===== src/hdl/hcbp_ram.sv =====
`timescale 1ns / 1ps

module hcbp_ram #(
    parameter int WIDTH = 8,
    parameter int DEPTH = 256
) (
    input  logic                     clk,
    input  logic                     we,
    input  logic [$clog2(DEPTH)-1:0] waddr,
    input  logic [WIDTH-1:0]         wdata,
    input  logic                     re,
    input  logic [$clog2(DEPTH)-1:0] raddr,
    output logic [WIDTH-1:0]         rdata
);

    logic [WIDTH-1:0] mem [DEPTH];
    logic [WIDTH-1:0] rdata_reg;

    always_ff @(posedge clk)
    begin
        if (we)
        begin
            mem[waddr] <= wdata;
        end
        if (re)
        begin
            rdata_reg <= mem[raddr];
        end
    end

    assign rdata = rdata_reg;

endmodule


===== config.mk =====
export PLATFORM = sky130hd
export DESIGN_NAME = hcbp_ram
export DESIGN_NICKNAME = d
export VERILOG_FILES = /design/src/hdl/hcbp_ram.sv
export SDC_FILE = /design/constraint.sdc
export NUM_CORES = 2
export LEC_CHECK = 0
export BUFFER_PORTS_ARGS = -buffer_cell sky130_fd_sc_hd__buf_2
export CAP_MARGIN = 20
export CORE_MARGIN = 2
export CORE_UTILIZATION = 55
export CTS_CLUSTER_SIZE = 25
export DETAILED_ROUTE_END_ITERATION = 12
export PLACE_DENSITY = 0.74
export SYNTH_ARGS = -nofsm -noshare
export SYNTH_HDL_FRONTEND = slang
export SYNTH_SLANG_ARGS = --single-unit

===== constraint.sdc =====
create_clock -name clk -period 6.6 [get_ports clk]
set_input_delay 0 -clock clk [delete_from_list [all_inputs] [get_ports clk]]
set_output_delay 0 -clock clk [all_outputs]
set_load 0.01 [all_outputs]

==> impl_metrics.py <==
metrics = {
    "logic_synthesis": {
        "synthArstFlopShare": 0,
        "ys_ff_latch": 2056,
        "synth_flop_cell": "edfxtp_1",
        "synth_area_sq_um": 79600,
        "syn-num-nets": 3760,
        "synth_edf_count": 2056,
        "synthCells": 3733,
        "synth-seq-area-share": 0.775,
        "yosys_warnings": 0,
        "syn_area_per_cell_sq_um": 21.3,
        "synth_cell_type_count": 54,
    },
    "global_routing": {
        "grtUsageMet1": 0.370,
        "grt_pass1_vias": 39400,
        "grt_overflow": 0,
        "grtUsageMet2": 0.403,
        "grt_util_met3": 0.0582,
        "antenna_found_initial": 12,
        "grt_max_degree": 159,
        "busiest_layer": "met2",
        "grt.total_usage": 0.260,
        "grt_pass1_wl_um": 275000,
    },
    "min_path": {
        "min_path_type": "in2reg",
    },
    "power_and_ir_drop": {
        "vdd_ir_drop_max_mv": 0.285,
        "power_density_nw_per_um2": 302,
        "power_leakage_nw": 27.0,
        "power.total_mw": 26.6,
    },
    "die": {
        "rows": 139,
        "start_util": 0.554,
        "die_x_um": 385,
        "coreArea_sq_um": 144000,
        "die-area_sq_um": 148000,
        "die_h_um": 385,
        "io_pins": 35,
    },
    "critical_path": {
        "cp_max_fo": 33,
        "critical_path_class": "in2reg",
        "worstPathArrival_ns": 3.76,
        "critPathLaunchType": "primary input",
        "worstSetupEndpointType": "flip-flop",
        "required_ns": 7.14,
    },
    "status": {
        "failed_checks": "hold timing",
        "status": "finished with violations",
    },
    "timing": {
        "relSlewSlack": 0.160,
        "hold_viol": 12,
        "max_freq_mhz": 311,
        "rsz0062_at_grt": "false",
        "setup_violations": 0,
        "finalSetupTns_ns": 0,
        "fin_crit_sh": 0.487,
        "drv_slew": 0,
        "period_minus_slack_ns": 3.22,
        "finClkSkew_ns": 0.0213,
        "whs_ns": -0.0798,
        "worst_pin_slew_ns": 1.26,
    },
    "final_layout": {
        "area_growth_pct": 10.5,
        "multi_input_area_sq_um": 16500,
        "num-fill-cells": 9670,
        "ff_latch_area_sq_um": 61700,
        "final_common_cell": "edfxtp_1",
        "largest_register_ffs": 2048,
        "drive_above_1_share": 0.216,
        "finalNetCount": 3858,
        "final_cell_mix": "edfxtp_1 (2056), mux4_2 (454), nor2_1 (279)",
    },
    "route": {
        "ant_nets": 0,
        "routedWlPerCell_um": 32.2,
        "post-route-drc-count": 0,
        "wl_um": 190000,
        "vias_per_cell": 6.70,
        "drtPass1Iterations": 6,
        "drt_iter0_drc": 5606,
        "dr_total_vias": 39500,
    },
    "clocking": {
        "clk_pin_slew_ns": 0.06,
        "ctsHtreeMaxLevel": 4,
        "clock_latency_ns": 0.84,
        "ctsRootBufferMaster": "clkbuf_16",
        "cts_tree": "done",
        "ctsLongestPathBuffers": 3,
        "clock-sinks": 2056,
        "cts_buffers": 194,
    },
    "placed_design": {
        "io_buffers": 34,
        "hpwl_um": 111000,
        "place.gp.congestion": 0.848,
    },
    "flow_run": {
        "cap_viol_max_count": 0,
    },
}
## layout make-up
| cell class | count | share of cell area |
|---|---|---|
| Tap cell | 1903 | 0.0271 |
| Clock inverter | 114 | 0.0125 |
| Inverter | 2 | 0.0000853 |
| Antenna cell | 4 | 0.000114 |
| Timing Repair Buffer | 135 | 0.0134 |
| Sequential cell | 2056 | 0.702 |
| Clock buffer | 244 | 0.0578 |
| Multi-Input combinational cell | 1442 | 0.188 |
## logic make-up (layout without fill, tap and decap cells)
family / Yosys count / in the layout / synth area share
and+or+nand+nor: 466 / 466 / 0.0263
muxes: 591 / 591 / 0.146
buffers and inverters: 235 / 495 / 0.0183
other: 0 / 4 / 0
DFF: 2056 / 2056 / 0.775
AOI/OAI and AO/OA: 385 / 385 / 0.0342
## worst max-delay path, stage by stage
cell and delay [ns]:
buf_2 0.59, buf_4 0.59, nor2_4 0.27, buf_4 0.34
a22o_1 0.28, a221oi_1 0.43, o221ai_1 0.25, a211oi_1 0.86
nor4_1 0.12
## repair_timing
action,in CTS,in global routing
endpoints found under the hold margin,683,0
hold buffers,11,0
resized for setup,0,0
buffers inserted,0,0
endpoints found under the setup margin,0,0
## Yosys cell counts, types with 28 or more instances
cell | number | area (sq um)
a21oi_1 | 96 | 480
mux2i_1 | 134 | 1340
mux4_2 | 454 | 10200
edfxtp_1 | 2056 | 61700
o221ai_1 | 46 | 403
o22ai_1 | 28 | 175
nand3_1 | 34 | 170
nor2b_1 | 31 | 194
buf_2 | 31 | 155
nor2_1 | 282 | 1060
a22oi_1 | 133 | 998
clkbuf_1 | 111 | 417
nand2_1 | 33 | 124
## report_power, final
group	leakage [nW]	internal (mW)	total, mW	switching [mW]
Combinational	5.49	0.422	1.25	0.829
Clock	3.00	6.10	10.9	4.78
Sequential	18.5	14.4	14.4	0.0190
## through the flow
step	utilization	setup WS (ns)	hold slack, ns	instances	area [sq um]
2_1_floorplan	-	4.52	0.0989	3733	79600
3_3_place_gp	0.568	2.22	0.473	5517	81600
3_5_place_dp	0.568	2.54	0.464	5523	81600
4_1_cts	0.612	3.42	0.00123	5892	87900
5_1_grt	0.613	3.30	0.0177	5896	88000
6_report	0.613	3.38	-0.0798	5900	88000
## per-layer routing
metal,part of all wire,routed length [um]
met5,0.00028,54
met2,0.48,91000
met4,0.033,6320
met1,0.37,70900
met3,0.11,21600
## final timing paths
check / endpoint / depth (start not counted) / start / slack (ns)
hold / removal: mem[139][6] / 1 / wdata[6] / -0.08
setup reg to reg: rdata[3] / 6 / mem[24][3] / 3.56
setup / recovery: rdata[3] / 9 / raddr[3] / 3.38
hold reg to reg: rdata[5] / 6 / mem[32][5] / 1.16
(Power assumes the default switching activity.)
