[src/hdl/hcbp_pkg.sv]
`timescale 1ns / 1ps

package hcbp_pkg;

    // Field widths of the stream items.
    localparam int SYM_W   = 8;
    localparam int CODE_W  = 24;
    localparam int LEN_W   = 5;
    localparam int BYTE_W  = 8;
    localparam int POS_W   = 24;
    localparam int GBITS_W = 4;
    localparam int OP_W    = 2;

    localparam int IN_TDATA_W  = 40;
    localparam int OUT_TDATA_W = 40;

    // Longest code that a table entry may hold.
    localparam int MAX_CODE_LEN = 24;

    localparam int ENTRY_W = CODE_W + LEN_W;
    localparam int BUF_W   = 7;
    localparam int FILL_W  = 3;
    localparam int ACC_W   = BUF_W + MAX_CODE_LEN;
    localparam int TOT_W   = $clog2(ACC_W + 1);
    localparam int MAX_RES = ACC_W / 8;
    localparam int NRES_W  = $clog2(MAX_RES + 1);

    localparam int DEF_SYMBOLS    = 256;
    localparam int DEF_COUNT_BITS = 24;

    localparam logic [BYTE_W-1:0] ESCAPE_GROUP = 8'b0001_1010;

    localparam logic [OP_W-1:0] OP_LOAD   = 2'd0;
    localparam logic [OP_W-1:0] OP_ENCODE = 2'd1;
    localparam logic [OP_W-1:0] OP_FLUSH  = 2'd2;

    typedef enum logic [1:0] {
        KIND_DATA    = 2'd0,
        KIND_ESCAPE  = 2'd1,
        KIND_TRAILER = 2'd2
    } kind_t;

    typedef struct packed {
        kind_t               kind;
        logic [BYTE_W-1:0]   byte_value;
        logic [POS_W-1:0]    position;
        logic [GBITS_W-1:0]  group_bits;
        logic                last;
    } result_t;

    typedef struct packed {
        logic [FILL_W-1:0] fill;
        logic              escaped;
        logic              count_zero;
    } pack_status_t;

    // Table entry as stored: length saturated, code bits above the length cleared.
    function automatic logic [ENTRY_W-1:0] make_entry(input logic [CODE_W-1:0] code,
                                                      input logic [LEN_W-1:0]  len);
        logic [LEN_W-1:0]  sat_len;
        logic [CODE_W-1:0] keep;
        sat_len = (len > LEN_W'(MAX_CODE_LEN)) ? LEN_W'(MAX_CODE_LEN) : len;
        keep    = ~({CODE_W{1'b1}} << sat_len);
        return {code & keep, sat_len};
    endfunction

endpackage

[src/hdl/hcbp_outbuf.sv]
`timescale 1ns / 1ps

module hcbp_outbuf (
    input  logic                         clk,
    input  logic                         rst_n,
    input  logic                         load,
    input  hcbp_pkg::result_t            res [hcbp_pkg::MAX_RES],
    input  logic [hcbp_pkg::NRES_W-1:0]  n_res,
    input  logic                         ready,
    output logic                         valid,
    output hcbp_pkg::result_t            head,
    output logic                         free,
    output logic [hcbp_pkg::NRES_W-1:0]  count
);

    import hcbp_pkg::*;

    result_t           ent_reg [MAX_RES];
    logic [NRES_W-1:0] count_reg;
    logic              pop;

    assign valid = (count_reg != '0);
    assign pop   = valid && ready;
    // A new burst may land when the buffer is empty or its final result leaves now.
    assign free  = (count_reg == '0) || (count_reg == NRES_W'(1) && ready);
    assign head  = ent_reg[0];
    assign count = count_reg;

    always_ff @(posedge clk or negedge rst_n)
    begin
        if (!rst_n)
        begin
            count_reg <= '0;
        end
        else if (load)
        begin
            count_reg <= n_res;
        end
        else if (pop)
        begin
            count_reg <= count_reg - NRES_W'(1);
        end
    end

    always_ff @(posedge clk)
    begin
        if (load)
        begin
            for (int k = 0; k < MAX_RES; k++)
            begin
                ent_reg[k] <= res[k];
            end
        end
        else if (pop)
        begin
            for (int k = 0; k < MAX_RES - 1; k++)
            begin
                ent_reg[k] <= ent_reg[k + 1];
            end
        end
    end

endmodule

[config.mk]
export PLATFORM = sky130hd
export DESIGN_NAME = hcbp_outbuf
export DESIGN_NICKNAME = d
export VERILOG_FILES = /design/src/hdl/hcbp_pkg.sv /design/src/hdl/hcbp_outbuf.sv
export SDC_FILE = /design/constraint.sdc
export NUM_CORES = 1
export LEC_CHECK = 0
export ABC_AREA = 1
export BUFFER_PORTS_ARGS = -buffer_cell sky130_fd_sc_hd__clkbuf_2
export CORE_UTILIZATION = 40
export CTS_CLUSTER_SIZE = 40
export DETAILED_ROUTE_END_ITERATION = 10
export GPL_TIMING_DRIVEN = 0
export PLACE_DENSITY = 0.65
export SYNTH_ARGS = -nofsm -noshare
export SYNTH_HDL_FRONTEND = slang
export SYNTH_SLANG_ARGS = --single-unit
[constraint.sdc]
create_clock -name clk -period 8.5 [get_ports clk]
set_clock_uncertainty 0.1 [all_clocks]
set_input_delay 0.85 -clock clk [delete_from_list [all_inputs] [get_ports clk]]
set_output_delay 0.85 -clock clk [all_outputs]
set_load 0.01 [all_outputs]
==> results.sh, run 1 <==
export IMPL_min_path_type="input pin to async pin"
export IMPL_post_cts_setup_buffer_count=0
export IMPL_dr_total_vias=3616
export IMPL_grt_pass1_wl_um=16000
export IMPL_clk_pin_slew_ns=0.05
export IMPL_rrSetupSlack_ns=6.39
export IMPL_synthXorXnorAreaFrac=0
export IMPL_port_buffers=165
export IMPL_r2r_start="count[0]"
export IMPL_synth_cell_types=15
export IMPL_overflow=0
export IMPL_htreeDepth=4
export IMPL_dp_hpwl_um=7420
export IMPL_largest_reg_flops=117
export IMPL_syn_inst=439
export IMPL_synth_top_family_by_area="simple AND/OR/NAND/NOR gates"
export IMPL_antenna_cells=0
export IMPL_drc=0
export IMPL_synth_simple_gate_area_frac=0.205
export IMPL_cts_buffers=17
export IMPL_start_util=0.416
export IMPL_reg2regPathDepth=6
export IMPL_yosys_warnings=0
export IMPL_required_ns=8.49
export IMPL_clock_path_buffers=2
export IMPL_routed_wl_um=10400
export IMPL_power_density_nw_per_um2=252
export IMPL_ant_nets=0
export IMPL_min_period_ns=2.85
export IMPL_first_iter_violations=262
export IMPL_synthesis_area_sq_um=5080
export IMPL_fin_crit_sh=0.335
export IMPL_postCtsHoldBufs=0
export IMPL_timing_rr_end="ent_reg[0][51]"
export IMPL_dieHeight_um=115
export IMPL_startpoint="load"
export IMPL_cts_num_sinks=119
export IMPL_worstPathArrival_ns=2.84
export IMPL_postPlaceCellArea_sq_um=6150
export IMPL_grt_pass1_vias=3469
export IMPL_fin_util=0.548
export IMPL_max_slew_margin=0.271
export IMPL_die_area_sq_um=13200
export IMPL_endpoint_kind="flop"
export IMPL_finalSetupTns_ns=0
export IMPL_synth_mux_area_fraction=0
export IMPL_seq_area_frac_synth=0.701
export IMPL_synth_seq_cells=119
export IMPL_outcome="completed"
export IMPL_core_sq_um=12200
export IMPL_insertion_delay_ns=0.41
export IMPL_fin_area_sq_um=6690
export IMPL_rsz0062_at_grt="no"
export IMPL_avgViaCountPerCell=4.50
export IMPL_num_nets_final=749
export IMPL_preCtsSetupSlack_ns=5.19
export IMPL_drive_gt1_frac=0.401
export IMPL_post_cts_resized=0
export IMPL_wire_per_inst_um=12.9
export IMPL_worst_pin_slew_ns=1.09
export IMPL_layout_common_cells="nand2_1, clkbuf_2, edfxtp_1, nand3_1, buf_4"
export IMPL_area_growth_pct=31.6
export IMPL_num_rows=40
export IMPL_setup_violations=0
export IMPL_syn_area_per_cell_sq_um=11.6
export IMPL_layout_setup_ws_ns=5.65
export IMPL_startpoint_type="input pin"
export IMPL_path_class="input pin to flop"
export IMPL_die_w_um=115
export IMPL_cp_max_fo=45
export IMPL_synth_compound_area_frac=0.00197
export IMPL_cts_tree="yes"
export IMPL_grt_start_max_net_pins=46
export IMPL_hold_viol=0
export IMPL_fmax_mhz=351
export IMPL_vdd_drop_max_v=0.000125
export IMPL_syn_nets=564
export IMPL_n_fill_cell=1100
export IMPL_p_leak_nw=3.17
export IMPL_firstDrtPassIters=4
export IMPL_track_usage=0.165
export IMPL_gp_congestion=0.771
export IMPL_root_buffer="clkbuf_16"
export IMPL_max_cap_viol_count=0
export IMPL_drv_slew=0
export IMPL_ios=166
export IMPL_yosys_area_share_adder=0.00492
export IMPL_antenna_found_initial=0
cells in the mapped netlist:
cell type,count,area (sq um)
buf_2,11,55.1
ha_1,2,25.0
buf_1,3,11.3
buf_6,1,11.3
buf_4,44,330
nand3_1,80,400
dfrtp_1,2,50.1
nand3_2,1,10.0
inv_2,3,11.3
clkbuf_1,4,15.0
nand2_1,166,623
inv_1,2,7.51
edfxtp_1,117,3510
o21ai_0,2,10.0
nor2_4,1,11.3
logic make-up (layout without fill, tap and decap cells):
logic type / after synthesis / count (layout)
simple gates: 248 / 248
flops: 119 / 119
fa+ha+maj: 2 / 2
buf+inv: 68 / 265
compound gates: 2 / 2
worst max path at each step:
stage                          end  slack [ns]
floorplan            ent_reg[0][0]        5.32
global placement    ent_reg[0][22]        3.57
detailed placement  ent_reg[0][18]        5.19
CTS                 ent_reg[0][54]        5.61
global route        ent_reg[0][58]        5.43
finish              ent_reg[0][51]        5.65
cell type report:
cell class                 count  area (sq um)  share of cell area
timing repair buffer         166           846               0.126
sequential                   119          3560               0.532
clock buffer                  20           437              0.0652
inverter                       5          18.8             0.00280
clock inverter                11           109              0.0163
tap                          168           210              0.0314
multi-input combinational    252          1090               0.162
buffer                        63           423              0.0632
per-layer routing:
| layer | share of wire | up-vias | GRT usage |
|---|---|---|---|
| met5 | 0 | - | 0 |
| met4 | 0.014 | 0 | 0.0684 |
| met3 | 0.060 | 12 | 0.0464 |
| met2 | 0.50 | 130 | 0.291 |
| met1 | 0.42 | 1635 | 0.190 |
| li1 | - | 1839 | - |
power by group:
part,switching (W),leakage [nW],internal [W]
combinational,0.000146,1.70,0.000118
sequential,0.0000214,1.20,0.000745
clock,0.000236,0.267,0.000424
metrics by stage:
| stage | instances | power [W] | hold WS (ns) |
|---|---|---|---|
| floorplan | 439 | 0.000939 | 0.415 |
| global placement | 772 | 0.00104 | 0.421 |
| detailed placement | 773 | 0.00105 | 0.426 |
| CTS | 804 | 0.00170 | 0.107 |
| global route | 804 | 0.00176 | 0.108 |
| finish | 804 | 0.00169 | 0.119 |
worst max-delay path, stage by stage:
cell      delay [ns]
clkbuf_2        0.80
inv_2           0.33
nand2_4         0.49
buf_12          0.31
Power figures use the tool's default switching activity.
==> inputs of run 2 (changes only) <==
--- a/config.mk
+++ b/config.mk
@@ -11,7 +11,7 @@
 export CTS_CLUSTER_SIZE = 40
 export DETAILED_ROUTE_END_ITERATION = 10
 export GPL_TIMING_DRIVEN = 0
-export PLACE_DENSITY = 0.65
+export PLACE_DENSITY = 0.68
 export SYNTH_ARGS = -nofsm -noshare
 export SYNTH_HDL_FRONTEND = slang
 export SYNTH_SLANG_ARGS = --single-unit
==> constraint.sdc (replaced) <==
create_clock -name clk -period 2.6 [get_ports clk]
set_clock_uncertainty 0.1 [all_clocks]
set_input_delay 0.26 -clock clk [delete_from_list [all_inputs] [get_ports clk]]
set_output_delay 0.26 -clock clk [all_outputs]
set_load 0.01 [all_outputs]
==> run 2 against run 1 <==
Compared with the run above:
- hold slack worse by 0.10 ns
- clock power grew to 3.0 times the previous value
- power grew to 3.2 times the previous value
- via count is 5.9% higher
- utilization is 3.2 points higher
- sequential cell count stayed put
- global-route usage is 2.1 points higher
==> results.sh, run 2 (synthesis results as in run 1) <==
export IMPL_slowest_stage="clkbuf_2"
export IMPL_preCtsSetupSlack_ns=-0.113
export IMPL_track_usage=0.186
export IMPL_start_util=0.416
export IMPL_avgViaCountPerCell=4.51
export IMPL_cp_max_fo=44
export IMPL_grt_pass1_vias=3809
export IMPL_worst_pin_slew_ns=1.07
export IMPL_area_growth_pct=39.2
export IMPL_fin_crit_sh=0.864
export IMPL_overflow=0
export IMPL_outcome="completed"
export IMPL_fin_hold_ws_ns=0.0161
export IMPL_core_sq_um=12200
export IMPL_critical_path_max_stage_delay_ns=0.78
export IMPL_min_path_type="input pin to flop"
export IMPL_rrSetupSlack_ns=0.48
export IMPL_drv_slew=0
export IMPL_clock_path_buffers=2
export IMPL_dp_hpwl_um=7880
export IMPL_die_w_um=115
export IMPL_root_buffer="clkbuf_16"
export IMPL_die_area_sq_um=13200
export IMPL_wire_per_inst_um=13.6
export IMPL_startpoint_type="input pin"
export IMPL_rsz0062_at_grt="no"
export IMPL_power_density_nw_per_um2=765
export IMPL_required_ns=2.60
export IMPL_cts_tree="yes"
export IMPL_firstDrtPassIters=4
export IMPL_antenna_cells=0
export IMPL_max_slew_margin=0.286
export IMPL_grt_pass1_wl_um=17700
export IMPL_max_cap_viol_count=0
export IMPL_drive_gt1_frac=0.372
export IMPL_layout_common_cells="nand2_1, clkbuf_2, edfxtp_1, nand3_1, buf_4"
export IMPL_fmax_mhz=445
export IMPL_first_iter_violations=179
export IMPL_ant_nets=0
export IMPL_r2r_start="count[0]"
export IMPL_postCtsHoldBufs=43
export IMPL_startpoint="load"
export IMPL_min_period_ns=2.25
export IMPL_insertion_delay_ns=0.42
export IMPL_hold_viol=0
export IMPL_worstPathArrival_ns=2.25
export IMPL_grt_start_max_net_pins=45
export IMPL_num_rows=40
export IMPL_path_class="input pin to flop"
export IMPL_port_buffers=165
export IMPL_endpoint="ent_reg[0][52]"
export IMPL_setup_violations=0
export IMPL_p_leak_nw=3.32
export IMPL_post_cts_resized=0
export IMPL_post_cts_setup_buffer_count=0
export IMPL_num_nets_final=792
export IMPL_vdd_drop_max_v=0.000433
export IMPL_cts_num_sinks=119
export IMPL_htreeDepth=4
export IMPL_drc=0
export IMPL_holdCritStartpoint="res[83]"
export IMPL_largest_reg_flops=117
export IMPL_clk_pin_slew_ns=0.05
export IMPL_layout_setup_ws_ns=0.353
export IMPL_cts_buffers=17
export IMPL_antenna_found_initial=0
export IMPL_dieHeight_um=115
export IMPL_routed_wl_um=11500
export IMPL_critical_path_cell_chain="clkbuf_2 -> inv_2 -> nand2_4 -> buf_12"
export IMPL_timing_rr_end="ent_reg[0][52]"
export IMPL_gp_congestion=0.770
export IMPL_ios=166
export IMPL_endpoint_kind="flop"
export IMPL_reg2regPathDepth=6
export IMPL_dr_total_vias=3828
run 2: changes by cell type in the layout (fill, tap and decap cells not counted), sizes merged:
cell	change
clkinv	+2
dlygate4sd3	+43
clkbuf	+1
bufinv	-2
run 2: worst min path at each step:
stage / endpoint / cells past startpoint / slack (ns)
final: ent_reg[0][5] / 3 / 0.02
after global routing: ent_reg[0][9] / 3 / 0.004
after detailed placement: count[1] / 1 / -0.05
after CTS: ent_reg[0][2] / 3 / 0.002
after floorplan: count[0] / 0 / -0.14
after global placement: count[1] / 1 / -0.05
run 2: worst max-delay path, delay by kind of cell:
| kind | cells | cell delay [ns] |
|---|---|---|
| buf+inv | 3 | 1.42 |
| simple gates | 1 | 0.52 |
run 2: stage by stage:
step           cell area [sq um]  std cells   util  setup TNS, ns  power [W]
6_report                    7080        848  0.580              0    0.00541
5_1_grt                     7080        848  0.580              0    0.00567
4_1_cts                     7080        848  0.580              0    0.00545
3_5_place_dp                6150        773  0.503          -4.66    0.00342
3_3_place_gp                6120        772  0.501         -54.27    0.00339
2_1_floorplan               5090        439      -              0    0.00307
run 2: final cells by class:
class,count,area (sq um)
buffer,63,423
tap,168,210
fill,1094,5130
sequential,119,3560
clock inverter,11,60.1
inverter,5,18.8
clock buffer,21,440
multi-input combinational,252,1090
timing repair buffer,209,1280
run 2: routing by layer:
| layer | GRT usage | up-vias | routed length, um |
|---|---|---|---|
| li1 | - | 1926 | - |
| met1 | 0.194 | 1733 | 4540 |
| met2 | 0.337 | 148 | 6030 |
| met3 | 0.0648 | 21 | 688 |
| met4 | 0.0831 | 0 | 241 |
| met5 | 0 | - | 0 |
run 2: where the power goes:
group | internal (W) | total, W | switching [W]
registers | 0.00243 | 0.00251 | 0.0000746
logic | 0.000428 | 0.000921 | 0.000493
clock network | 0.00119 | 0.00198 | 0.000791
total | 0.00406 | 0.00541 | 0.00136
==> inputs of run 3 (changes only) <==
--- a/config.mk
+++ b/config.mk
@@ -12,6 +12,8 @@
 export DETAILED_ROUTE_END_ITERATION = 10
 export GPL_TIMING_DRIVEN = 0
 export PLACE_DENSITY = 0.68
+export RECOVER_POWER = 25
+export SKIP_LAST_GASP = 1
 export SYNTH_ARGS = -nofsm -noshare
 export SYNTH_HDL_FRONTEND = slang
 export SYNTH_SLANG_ARGS = --single-unit
==> run 3 against run 2 <==
Compared with the run above:
- via count is essentially flat
- combinational power is essentially flat
- wire length is essentially flat
- critical endpoint unchanged
- die area is the same
- power is essentially flat
- utilization is essentially flat
- setup slack gained 0.00053 ns
- sequential cell count is the same
- register-to-register slack is essentially flat
- critical path type unchanged
- largest power group unchanged
- global-route usage is the same
- clock power is essentially flat
- sequential share of layout area is essentially flat
==> results.sh, run 3 (synthesis results as in run 1) <==
export IMPL_endpoint_kind="flop"
export IMPL_clock_path_buffers=2
export IMPL_grt_start_max_net_pins=45
export IMPL_dieHeight_um=115
export IMPL_die_area_sq_um=13200
export IMPL_vdd_drop_max_v=0.000432
export IMPL_reg2regPathDepth=6
export IMPL_max_slew_margin=0.286
export IMPL_power_w=0.00541
export IMPL_path_class="input pin to flop"
export IMPL_start_util=0.416
export IMPL_port_buffers=165
export IMPL_root_buffer="clkbuf_16"
export IMPL_grt_pass1_wl_um=17700
export IMPL_core_sq_um=12200
export IMPL_first_iter_violations=179
export IMPL_fmax_mhz=445
export IMPL_largest_reg_flops=117
export IMPL_setup_violations=0
export IMPL_fin_area_sq_um=7080
export IMPL_firstDrtPassIters=5
export IMPL_dp_hpwl_um=7880
export IMPL_overflow=0
export IMPL_multi_input_area_sq_um=1090
export IMPL_track_usage=0.186
export IMPL_antenna_found_initial=0
export IMPL_p_leak_nw=3.32
export IMPL_layout_common_cells="nand2_1, clkbuf_2, edfxtp_1, nand3_1, buf_4"
export IMPL_rrSetupSlack_ns=0.49
export IMPL_antenna_cells=0
export IMPL_hold_depth=3
export IMPL_gp_congestion=0.770
export IMPL_insertion_delay_ns=0.42
export IMPL_clk_pin_slew_ns=0.05
export IMPL_drc=0
export IMPL_min_period_ns=2.25
export IMPL_drv_slew=0
export IMPL_hold_end="ent_reg[0][5]"
export IMPL_htreeDepth=4
export IMPL_required_ns=2.60
export IMPL_postPlaceCellArea_sq_um=6150
export IMPL_cts_buffers=17
export IMPL_fin_hold_ws_ns=0.0162
export IMPL_fin_crit_sh=0.864
export IMPL_routed_wl_um=11500
export IMPL_finalSetupTns_ns=0
export IMPL_cts_tree="yes"
export IMPL_num_nets_final=792
export IMPL_ant_nets=0
export IMPL_worstPathArrival_ns=2.25
export IMPL_die_w_um=115
export IMPL_drive_gt1_frac=0.369
export IMPL_holdCritStartpoint="res[83]"
export IMPL_num_rows=40
export IMPL_min_path_type="input pin to flop"
export IMPL_grt_pass1_vias=3809
export IMPL_startpoint_type="input pin"
export IMPL_rsz0062_at_grt="no"
export IMPL_outcome="completed"
export IMPL_fin_util=0.580
export IMPL_avgViaCountPerCell=4.51
export IMPL_area_growth_pct=39.2
export IMPL_n_fill_cell=1096
export IMPL_hold_viol=0
export IMPL_dr_total_vias=3827
export IMPL_timing_rr_end="ent_reg[0][52]"
export IMPL_cp_max_fo=44
export IMPL_layout_area_seq_sq_um=3560
export IMPL_cts_num_sinks=119
export IMPL_r2r_start="count[0]"
export IMPL_power_density_nw_per_um2=765
export IMPL_wire_per_inst_um=13.6
export IMPL_ios=166
export IMPL_final_common_cell="nand2_1"
export IMPL_max_cap_viol_count=0
export IMPL_worst_pin_slew_ns=1.07
## run 3: worst max-delay path: stages
cell,delay (ns)
clkbuf_2,0.78
inv_2,0.33
nand2_4,0.52
buf_12,0.31
## run 3: routing by layer
layer	vias up	track usage	wire (um)
met2	149	0.337	6030
met1	1731	0.194	4550
met3	21	0.0648	691
met4	0	0.0831	242
li1	1926	-	-
met5	-	0	0
## run 3: stage by stage
stage          worst slack [ns]  std cells
2_1_floorplan             0.198        439
3_3_place_gp             -0.686        772
3_5_place_dp             -0.113        773
4_1_cts                   0.324        848
5_1_grt                   0.165        848
6_report                  0.353        848
## run 3: worst max path at each step
stage,from,end,cells after the start
global placement,load,ent_reg[0][27],3
global route,load,ent_reg[0][19],4
finish,load,ent_reg[0][52],4
detailed placement,load,ent_reg[0][19],4
floorplan,count[0],ent_reg[0][0],5
CTS,load,ent_reg[0][18],4
## run 3: repair_timing
item / in CTS / in global routing
buffers inserted: 0 / 0
hold endpoints to repair: 44 / 0
hold buffers: 43 / 0
resized for setup: 0 / 0
## run 3: cell type report
class | instances | area share
plain buffers | 63 | 0.0598
clock buffers | 21 | 0.0622
clock inverters | 11 | 0.00849
inverters | 5 | 0.00265
multi-input cells | 252 | 0.154
flip-flops and latches | 119 | 0.504
well taps | 168 | 0.0297
repair buffers | 209 | 0.180
## run 3: power by group
group,internal [W],switching [W]
Combinational,0.000428,0.000493
Sequential,0.00243,0.0000746
Clock,0.00119,0.000792
